**src/design/topk_inner_product_search_defines.svh**
```systemverilog
// assertion macros used by the top-level design file
`ifndef TOPK_INNER_PRODUCT_SEARCH_DEFINES_SVH
`define TOPK_INNER_PRODUCT_SEARCH_DEFINES_SVH
`ifndef SYNTHESIS
`define TIPS_ASSERT_IMPL(label, clk, rst_n, ante, cons, msg) \
  label: assert property (@(posedge clk) disable iff (!rst_n) (ante) |-> (cons)) \
    else $error(msg);
`define TIPS_ASSERT_NEXT(label, clk, rst_n, ante, cons, msg) \
  label: assert property (@(posedge clk) disable iff (!rst_n) (ante) |=> (cons)) \
    else $error(msg);
`else
`define TIPS_ASSERT_IMPL(label, clk, rst_n, ante, cons, msg)
`define TIPS_ASSERT_NEXT(label, clk, rst_n, ante, cons, msg)
`endif
`endif

```
**src/design/tips_pkg.sv**
```systemverilog
`default_nettype none
package tips_pkg;
  localparam int ScoreW = 38;
  localparam int IdW    = 10;
  localparam int KW     = 5;
  localparam int DimW   = 7;

  typedef enum logic [0:0] {
    CFG_DIMENSION = 1'b0,
    CFG_TOP_K     = 1'b1
  } cfg_idx_t;

  // control handed to every cell of the ranking chain
  typedef struct packed {
    logic clear;
    logic offer;
  } chain_ctl_t;
endpackage
`default_nettype wire

```
**src/design/tips_mac.sv**
```systemverilog
`default_nettype none
// multiply-accumulate of one stored element against one query element
module tips_mac #(
  parameter int EW = 16
) (
  input  wire                    clk,
  input  wire                    start,
  input  wire                    en,
  input  wire logic signed [EW-1:0] a,
  input  wire logic signed [EW-1:0] b,
  output logic signed [tips_pkg::ScoreW-1:0] acc
);
  import tips_pkg::*;
  logic signed [2*EW-1:0] prod;
  logic signed [ScoreW-1:0] acc_r;
  assign prod = a * b;
  always_ff @(posedge clk) begin
    if (en) begin
      if (start) acc_r <= ScoreW'(prod);
      else acc_r <= acc_r + ScoreW'(prod);
    end
  end
  assign acc = acc_r;
endmodule
`default_nettype wire
```
**config.mk**
```make
export PLATFORM = sky130hd
export DESIGN_NAME = tips_mac
export DESIGN_NICKNAME = d
export VERILOG_FILES = /design/src/design/topk_inner_product_search_defines.svh /design/src/design/tips_pkg.sv /design/src/design/tips_mac.sv
export SDC_FILE = /design/constraint.sdc
export NUM_CORES = 1
export LEC_CHECK = 0
export ABC_AREA = 1
export BUFFER_PORTS_ARGS = -buffer_cell sky130_fd_sc_hd__buf_2
export CORE_MARGIN = 10
export CORE_UTILIZATION = 50
export CTS_BUF_LIST = sky130_fd_sc_hd__clkbuf_2 sky130_fd_sc_hd__clkbuf_4 sky130_fd_sc_hd__clkbuf_8
export CTS_CLUSTER_DIAMETER = 200
export DETAILED_ROUTE_END_ITERATION = 8
export HOLD_SLACK_MARGIN = 0.03
export PLACE_DENSITY = 0.7
export SYNTH_ARGS = -nofsm -noshare
export SYNTH_HDL_FRONTEND = slang
export SYNTH_SLANG_ARGS = --single-unit
```
**constraint.sdc**
```tcl
create_clock -name clk -period 11.8 [get_ports clk]
set_input_delay 1.77 -clock clk [delete_from_list [all_inputs] [get_ports clk]]
set_output_delay 1.77 -clock clk [all_outputs]
set_load 0.01 [all_outputs]
```
==> impl_results.md <==
* Port-buffer cells at 72
* # setup viols final at 0
* HP Class: reg -> reg
* Clk root buf: clkbuf_8
* Site row count at 63
* GPL Wtd Cong at 0.9959
* DR pass1 iterations at 8
* Crit. Startpoint: b[1]
* Die Ht at 192.4 µm
* Die Area at 37010 µm²
* Max-Cap Viols at 0
* Inserted Diodes at 0
* Clock latency on the worst-skew pair at 0.31 ns
* Post-route ant nets at 0
* Worst Setup Path Type: in -> reg
* Mapped Nets at 2496
* Worst Tran Pin Value at 1.146 ns
* R2R depth at 13
* Final Routed Wirelength at 40.31 mm
* Fin cells at 2483
* Critical R2R Launch: acc[0]
* I/O pins at 73
* CTS buffer count at 5
* Register bit total from synthesis at 38
* Hold Vio Cnt, Final at 0
* Clock Sinks at 38
* Async SR Flop Fraction at 0%
* DRC at 0
* Seq/Total Area, Yosys at 7.681%
* Chip width at 192.4 µm
* Post-layout min period at 8.880 ns
* Mapped Cells at 2077
* Critical Path End Type: flop
* Worst setup path endpoint: acc[37]
* Crit share post-route at 75.25%
* Area growth, synth to finish at 4.691%
* CTS tree: done
* Startpoint types: input port
* Post-synth EDFFs at 38
* Starting Density at 50.39%
* R2R Setup Slk at 8.79 ns
* H-tree Lvls at 2
* CP Data Required Time at 11.87 ns
* Worst r2r dst: acc[28]
* CP Max Fanout at 16
* Inst Count DP at 2475
* Final TNS setup at 0 ns
* Post-CTS sizing at 0
* Vias in the first global route at 13340
* Antenna violations before repair at 0
* Status: completed
* Slowest stage delay, CP at 0.76 ns
* Wire length per cell after detailed routing at 16.23 µm
* Slew HR at 23.51%
* Clk_skew at 0.01499 ns
* Final core utilization at 52.75%
* GRT Util Overall at 22.84%
* Post-CTS Hold Fix Bufs at 0
* Initial DRC Count at 962
* Post-CTS Setup Bufs at 0
* Synthesis Warnings at 0
* Clk slew on worst S/H paths at 0.09 ns
* First-pass GRT wire length at 68.21 mm
* Final nets at 2511
* DR vias/cell at 5.184
* Max reg flops at 38
* Post-synth cell types at 36
* Vias at 12870
* Core area at 29480 µm²
* GRT overflow at 0
* Slew Limit Fails at 0
* Crit path DAT at 8.95 ns
* Largest net degree at the start of global routing at 42
* Most frequent CP cell: nand2_1
* Clock buffer depth at 2
* Fmax achieved at 112.6 MHz
* Layout cells sized above 1 at 5.399%
* CP max-delay cell: fa_1
* Mean post-synth cell area at 7.152 µm²
* HPWL after DPL at 34.90 mm
* Unrepaired setup endpoints after global routing: no
* Top FF cell, synth: edfxtp_1
* Post-Syn Area at 14860 µm²
metrics by stage:
| step | hold WS, ns | cell area [µm²] | setup slack (ns) |
|---|---|---|---|
| floorplan | 0.7199 | 14860 | 3.579 |
| global placement | 0.6788 | 15470 | 2.795 |
| detailed placement | 0.7000 | 15470 | 2.653 |
| CTS | 0.7264 | 15550 | 2.951 |
| global route | 0.7622 | 15550 | 2.386 |
| finish | 0.7303 | 15550 | 2.920 |
synthesized netlist by cell type (all sizes together), types with 2 or more instances:
cell type	number	area, µm²
fa	263	5265
o21ai	53	276.5
nor2	121	456.7
and2	9	56.30
a21o	8	60.06
a31oi	2	12.51
a21oi	83	426.7
nand2	605	2276
nand4	19	118.9
nand3	72	370.4
edfxtp	38	1141
inv	534	2004
nand3b	8	60.06
xor2	22	192.7
or2	12	75.07
a21boi	2	15.01
nor4	2	12.51
xnor2	6	52.55
ha	121	1514
nor3	8	40.04
o21bai	17	127.6
o21a	3	22.52
clkbuf	64	240.2
layer usage:
metal / share of wire, % / global-route usage, % / routed length [µm] / vias to the layer above
met5: 0 / 0 / 0 / -
met4: 1.2 / 3.339 / 496 / 0
met3: 5.8 / 2.024 / 2337 / 43
met2: 47 / 37.75 / 18970 / 427
met1: 46 / 32.60 / 18500 / 6247
li1: - / - / - / 6156
cell type report:
class                           count  area, µm²
Clock buffer                        6      76.32
Clock inverter                      2      8.758
Fill cell                        2944      13930
Inverter                          534       2004
Multi-Input combinational cell   1440      11470
Sequential cell                    38       1141
Tap cell                          390      488.0
Timing Repair Buffer               73      367.9
placed cells by master, fill, tap and decap left out, types with 2 or more instances in the layout:
| master | synthesis | layout |
|---|---|---|
| inv_1 | 521 | 521 |
| o21bai_1 | 17 | 17 |
| xor2_1 | 22 | 22 |
| o21ai_0 | 39 | 39 |
| buf_2 | 0 | 72 |
| or2_2 | 7 | 7 |
| nand4_1 | 19 | 19 |
| xnor2_1 | 6 | 6 |
| a21oi_2 | 3 | 3 |
| a21oi_1 | 80 | 80 |
| o21ai_2 | 3 | 3 |
| nand3_1 | 70 | 70 |
| fa_1 | 263 | 263 |
| a21boi_0 | 2 | 2 |
| and2_1 | 9 | 9 |
| a21o_1 | 8 | 8 |
| nand2_2 | 2 | 2 |
| ha_1 | 121 | 121 |
| or2_1 | 5 | 5 |
| edfxtp_1 | 38 | 38 |
| nand3_2 | 2 | 2 |
| nor4_1 | 2 | 2 |
| o21a_1 | 3 | 3 |
| nand2_1 | 603 | 603 |
| inv_2 | 13 | 13 |
| a31oi_1 | 2 | 2 |
| nor2_1 | 120 | 120 |
| clkbuf_8 | 0 | 5 |
| nor3_1 | 8 | 8 |
| o21ai_1 | 11 | 11 |
| nand3b_1 | 8 | 8 |
critical path, delay by kind of cell:
family / cells / cell delay (ns)
fa+ha+maj: 8 / 4.15
buf+inv: 7 / 0.88
simple gates: 18 / 2.14
how the worst min path moves through the flow:
stage          startpoint  slack (ns)  cells after the start      to
2_1_floorplan      acc[0]        0.72                      3  acc[0]
6_report           acc[0]        0.73                      3  acc[0]
3_5_place_dp       acc[0]        0.70                      3  acc[0]
4_1_cts            acc[0]        0.73                      3  acc[0]
3_3_place_gp       acc[0]        0.68                      3  acc[0]
5_1_grt            acc[0]        0.76                      3  acc[0]
cell families after synthesis:
kind of cell / Yosys count / synth area share [%]
AND/OR/NAND/NOR: 857 / 23.41
buffers and inverters: 599 / 15.14
adder cells (fa/ha/maj): 384 / 45.63
AO/OA/AOI/OAI: 171 / 6.485
flip-flops: 38 / 7.681
XOR/XNOR: 28 / 1.651
Power is not shown: default switching activity piles up to over one toggle a cycle in this logic, so the estimate is an artifact.
