===== config.mk =====
export PLATFORM = sky130hd
export DESIGN_NAME = tips_cell
export DESIGN_NICKNAME = d
export VERILOG_FILES = /design/src/design/topk_inner_product_search_defines.svh /design/src/design/tips_pkg.sv /design/src/design/tips_cell.sv
export SDC_FILE = /design/constraint.sdc
export NUM_CORES = 1
export LEC_CHECK = 0
export BUFFER_PORTS_ARGS = -buffer_cell sky130_fd_sc_hd__buf_2
export CAP_MARGIN = 25
export CORE_ASPECT_RATIO = 1.75
export CORE_MARGIN = 2
export CORE_UTILIZATION = 38
export DETAILED_ROUTE_END_ITERATION = 8
export GPL_ROUTABILITY_DRIVEN = 0
export PLACE_DENSITY = 0.7
export SETUP_SLACK_MARGIN = 0.4
export SYNTH_ARGS = -nofsm -noshare
export SYNTH_HDL_FRONTEND = slang
export SYNTH_SLANG_ARGS = --single-unit

===== constraint.sdc =====
create_clock -name clk -period 3.7 [get_ports clk]
set_clock_uncertainty 0.1 [all_clocks]
set_input_delay 0.37 -clock clk [delete_from_list [all_inputs] [get_ports clk]]
set_output_delay 0.37 -clock clk [all_outputs]
set_load 0.005 [all_outputs]

===== src/design/topk_inner_product_search_defines.svh =====
// assertion macros used by the top-level design file
`ifndef TOPK_INNER_PRODUCT_SEARCH_DEFINES_SVH
`define TOPK_INNER_PRODUCT_SEARCH_DEFINES_SVH
`ifndef SYNTHESIS
`define TIPS_ASSERT_IMPL(label, clk, rst_n, ante, cons, msg) \
  label: assert property (@(posedge clk) disable iff (!rst_n) (ante) |-> (cons)) \
    else $error(msg);
`define TIPS_ASSERT_NEXT(label, clk, rst_n, ante, cons, msg) \
  label: assert property (@(posedge clk) disable iff (!rst_n) (ante) |=> (cons)) \
    else $error(msg);
`else
`define TIPS_ASSERT_IMPL(label, clk, rst_n, ante, cons, msg)
`define TIPS_ASSERT_NEXT(label, clk, rst_n, ante, cons, msg)
`endif
`endif


===== src/design/tips_pkg.sv =====
`default_nettype none
package tips_pkg;
  localparam int ScoreW = 38;
  localparam int IdW    = 10;
  localparam int KW     = 5;
  localparam int DimW   = 7;

  typedef enum logic [0:0] {
    CFG_DIMENSION = 1'b0,
    CFG_TOP_K     = 1'b1
  } cfg_idx_t;

  // control handed to every cell of the ranking chain
  typedef struct packed {
    logic clear;
    logic offer;
  } chain_ctl_t;
endpackage
`default_nettype wire


===== src/design/tips_cell.sv =====
`default_nettype none
// one slot of the sorted best list; entries shift down toward higher slots
module tips_cell #(
  parameter int IDW = 10
) (
  input  wire                              clk,
  input  wire                              rst_n,
  input  wire tips_pkg::chain_ctl_t        ctl,
  input  wire logic [IDW-1:0]              cand_id,
  input  wire logic signed [tips_pkg::ScoreW-1:0] cand_score,
  input  wire logic                        up_beaten,
  input  wire logic                        up_valid,
  input  wire logic [IDW-1:0]              up_id,
  input  wire logic signed [tips_pkg::ScoreW-1:0] up_score,
  output logic                             beaten,
  output logic                             valid_o,
  output logic [IDW-1:0]                   id_o,
  output logic signed [tips_pkg::ScoreW-1:0] score_o
);
  import tips_pkg::*;

  logic valid_r;
  logic [IDW-1:0] id_r;
  logic signed [ScoreW-1:0] score_r;

  // candidate beats this slot when slot is empty or ranks lower
  always_comb begin
    beaten = !valid_r || (cand_score > score_r) ||
             ((cand_score == score_r) && (cand_id < id_r));
  end

  always_ff @(posedge clk) begin
    if (!rst_n || ctl.clear) begin
      valid_r <= 1'b0;
    end else if (ctl.offer && beaten) begin
      if (up_beaten) begin
        valid_r <= up_valid;
        id_r    <= up_id;
        score_r <= up_score;
      end else begin
        valid_r <= 1'b1;
        id_r    <= cand_id;
        score_r <= cand_score;
      end
    end
  end

  assign valid_o = valid_r;
  assign id_o    = id_r;
  assign score_o = score_r;
endmodule
`default_nettype wire


==> impl_metrics.prom <==
# TYPE chip_impl_metric gauge
chip_impl_metric{name="post_synth_instance_area",unit="um^2"} 3280
chip_impl_metric{name="maxCapViolCount",unit=""} 0
chip_impl_metric{name="layout.cells.non_filler",unit=""} 551
chip_impl_metric{name="synth_warnings",unit=""} 0
chip_impl_metric{name="initial_antenna_violation_count",unit=""} 0
chip_impl_info{name="synthFlopType",value="edfxtp_1"} 1
chip_impl_metric{name="finalSetupViolCount",unit=""} 0
chip_impl_info{name="top_layer_used_by_detailed_routing",value="met4"} 1
chip_impl_metric{name="wl_met2",unit="um"} 4340
chip_impl_metric{name="nets",unit=""} 584
chip_impl_metric{name="port_buffers",unit=""} 151
chip_impl_metric{name="setup-tns-final",unit="ps"} 0
chip_impl_metric{name="route.detailed.vias_per_inst",unit=""} 4.91
chip_impl_metric{name="postCtsSetupRepairBufs",unit=""} 0
chip_impl_metric{name="post-route-drc-count",unit=""} 0
chip_impl_metric{name="grt.overflow.total",unit=""} 0
chip_impl_metric{name="final_area",unit="um^2"} 4360
chip_impl_metric{name="via_count_of_the_first_global_routing_pass",unit=""} 2834
chip_impl_metric{name="hold_viol",unit=""} 0
chip_impl_metric{name="met1Wirelength",unit="um"} 2880
chip_impl_info{name="root_buffer",value="clkbuf_16"} 1
chip_impl_metric{name="drt_first_iter_violations",unit=""} 120
chip_impl_metric{name="min_period_over_period",unit="%"} 81.7
chip_impl_metric{name="slew_violations",unit=""} 0
chip_impl_metric{name="synth-edff-count",unit=""} 48
chip_impl_info{name="setup.worst_path.end_class",value="flip-flop"} 1
chip_impl_metric{name="place_hpwl",unit="um"} 6450
chip_impl_metric{name="routed-wl-met3",unit="um"} 450
chip_impl_info{name="clock_tree_from_tritoncts",value="built"} 1
chip_impl_metric{name="effective_utilization_at_floorplan",unit="%"} 39.2
chip_impl_metric{name="pin_count",unit=""} 152
chip_impl_info{name="critical_setup_path_class",value="reg -> reg"} 1
chip_impl_metric{name="worst_skew_pair.late_latency",unit="ps"} 290
chip_impl_metric{name="transition_time_at_the_pin_with_the_least_slew_margin",unit="ps"} 520
chip_impl_info{name="rsz0062_at_grt",value="no"} 1
chip_impl_metric{name="cts.clk_slew.worst_paths",unit="ps"} 70
chip_impl_metric{name="cts_hold_repair.buffers",unit=""} 0
chip_impl_metric{name="tritoncts_num_sinks",unit=""} 49
chip_impl_metric{name="drtPass1Iterations",unit=""} 4
chip_impl_metric{name="finalWorstPathRequiredPeriod",unit="ps"} 3020
chip_impl_metric{name="routedWlPerCell",unit="um"} 14.3
chip_impl_metric{name="max_slew_margin",unit="%"} 65.3
chip_impl_metric{name="floorplan.core_area",unit="um^2"} 8370
chip_impl_metric{name="synth-seq-cells",unit=""} 49
chip_impl_metric{name="path_max_fanout",unit=""} 37
chip_impl_metric{name="numCtsBuffers",unit=""} 5
chip_impl_metric{name="synthArstFlopShare",unit="%"} 0
chip_impl_info{name="outcome",value="complete, no violations"} 1
chip_impl_metric{name="die_y",unit="um"} 127
chip_impl_metric{name="final.fill_count",unit=""} 770
chip_impl_info{name="hold_path_class",value="in -> reg"} 1
chip_impl_metric{name="powerDensity",unit="nW/um^2"} 321
chip_impl_metric{name="cts_resized",unit=""} 0
chip_impl_metric{name="drive_gt1_share",unit="%"} 49.3
chip_impl_metric{name="post_synth_num_cell_types",unit=""} 30
chip_impl_metric{name="p_leak",unit="uW"} 0.00211
chip_impl_metric{name="via_count",unit=""} 2704
chip_impl_metric{name="avgSynthCellArea",unit="um^2"} 11.7
chip_impl_metric{name="totalWireLength",unit="um"} 7880
chip_impl_metric{name="synth_cells",unit=""} 281
chip_impl_metric{name="dp_cells",unit=""} 543
chip_impl_metric{name="clock_tree.buffer_depth",unit=""} 2
chip_impl_metric{name="cp_data_arrival_time",unit="ps"} 2950
chip_impl_metric{name="power.ir.vdd_worst",unit="mV"} 0.217
chip_impl_metric{name="max_freq",unit="MHz"} 331
chip_impl_metric{name="area_delta_synth_final",unit="%"} 32.9
chip_impl_metric{name="total_power",unit="uW"} 1400
chip_impl_metric{name="ant_nets",unit=""} 0
chip_impl_info{name="timing.critical_path.from_type",value="flip-flop"} 1
chip_impl_metric{name="fp.dieArea",unit="um^2"} 9430
chip_impl_metric{name="die_w",unit="um"} 74.3
chip_impl_metric{name="cts_max_level",unit=""} 2
chip_impl_metric{name="worst-endpoint-required",unit="ps"} 3630
chip_impl_metric{name="grt_max_degree",unit=""} 38
chip_impl_metric{name="place_area",unit="um^2"} 4200
chip_impl_metric{name="grt_first_pass_wirelength",unit="um"} 12300
chip_impl_metric{name="synth.yosys.seq_area_share",unit="%"} 44.5
chip_impl_metric{name="global_route.usage.total",unit="%"} 17.0
chip_impl_metric{name="synth_fp_nets",unit=""} 430
chip_impl_metric{name="rows",unit=""} 44
chip_impl_metric{name="insertedDiodeCount",unit=""} 0
## cell usage in the layout (no fill, tap or decap), types with 2 or more instances in the layout
cell type  count
buf_12         2
ha_1          47
edfxtp_1      48
o21ai_0       10
nor2_1         4
nand2_1       17
mux2_2        47
a221oi_1       2
nand4_1        4
a21oi_1       19
and4_1         3
inv_1         50
a211oi_1       3
nand3_1        5
buf_2        151
clkbuf_16      5
nand2b_1       2
## cell type report
| cell class | instances | area, um^2 | area share [%] |
|---|---|---|---|
| clock buffers | 6 | 129 | 2.95 |
| repair buffers | 153 | 796 | 18.2 |
| multi-input cells | 176 | 1610 | 36.9 |
| flip-flops and latches | 49 | 1460 | 33.5 |
| inverters | 50 | 188 | 4.30 |
| well taps | 115 | 144 | 3.30 |
| clock inverters | 2 | 33.8 | 0.774 |
## per-layer routing
metal / GRT usage (%) / vias up
li1: - / 1335
met1: 17.0 / 1257
met2: 32.3 / 99
met3: 3.81 / 13
met4: 6.93 / 0
met5: 0 / -
## path summary, 6_finish.rpt
| check | end | slack (ps) | depth (start not counted) | startpoint |
|---|---|---|---|---|
| setup / recovery | score_o[28]$_DFFE_PP_ | 680 | 10 | score_o[4]$_DFFE_PP_ |
| hold / removal | valid_o$_SDFFE_PN0P_ | 250 | 4 | ctl[1] |
| hold reg to reg | valid_o$_SDFFE_PN0P_ | 470 | 2 | valid_o$_SDFFE_PN0P_ |
| setup reg to reg | score_o[28]$_DFFE_PP_ | 680 | 10 | score_o[4]$_DFFE_PP_ |
## report_power, final
group / switching [uW] / total (uW) / internal [uW] / leakage (uW)
clock network: 195 / 512 / 317 / 0.0000785
registers: 8.86 / 644 / 636 / 0.000449
logic: 113 / 243 / 130 / 0.00159
## Yosys cell counts (2+ instances only)
cell	instances	share of area [%]
ha_1	47	18
inv_1	50	5.7
o21ai_0	10	1.5
nor2_1	4	0.46
and4_1	3	0.80
nand2_1	17	1.9
edfxtp_1	48	44
nand3_1	5	0.76
nand4_1	4	0.76
clkbuf_1	5	0.57
a221oi_1	2	0.53
a21oi_1	19	2.9
mux2_2	47	16
nand2b_1	2	0.38
a211oi_1	3	0.69
## cells by family (layout without fill, tap and decap cells)
logic type / Yosys count / after routing / share of synthesized area, %
mux: 47 / 47 / 16.1
buf+inv: 56 / 211 / 6.40
simple gates: 41 / 41 / 7.09
compound gates: 41 / 41 / 7.93
flops: 49 / 49 / 44.5
fa+ha+maj: 47 / 47 / 17.9
## critical path, stage by stage, from the launching register on
cell      delay [ps]
edfxtp_1         410
inv_1             70
ha_1             250
a21oi_1          150
nand2_1           70
a211oi_1         430
o221ai_2         170
a22o_2           230
a211o_2          310
and3_2           320
buf_12           230
## through the flow
stage          utilization (%)  hold WS, ps  worst slack, ps
2_1_floorplan                -          442              763
3_3_place_gp              49.7          453              290
3_5_place_dp              50.2          470              517
4_1_cts                   52.1          234              594
5_1_grt                   52.1          275              469
6_report                  52.1          246              676
## registers in the layout, summed over array words and instances, names as in the netlist
register	count
score_o	38
id_o	10
valid_o	1
(Power assumes the default switching activity.)
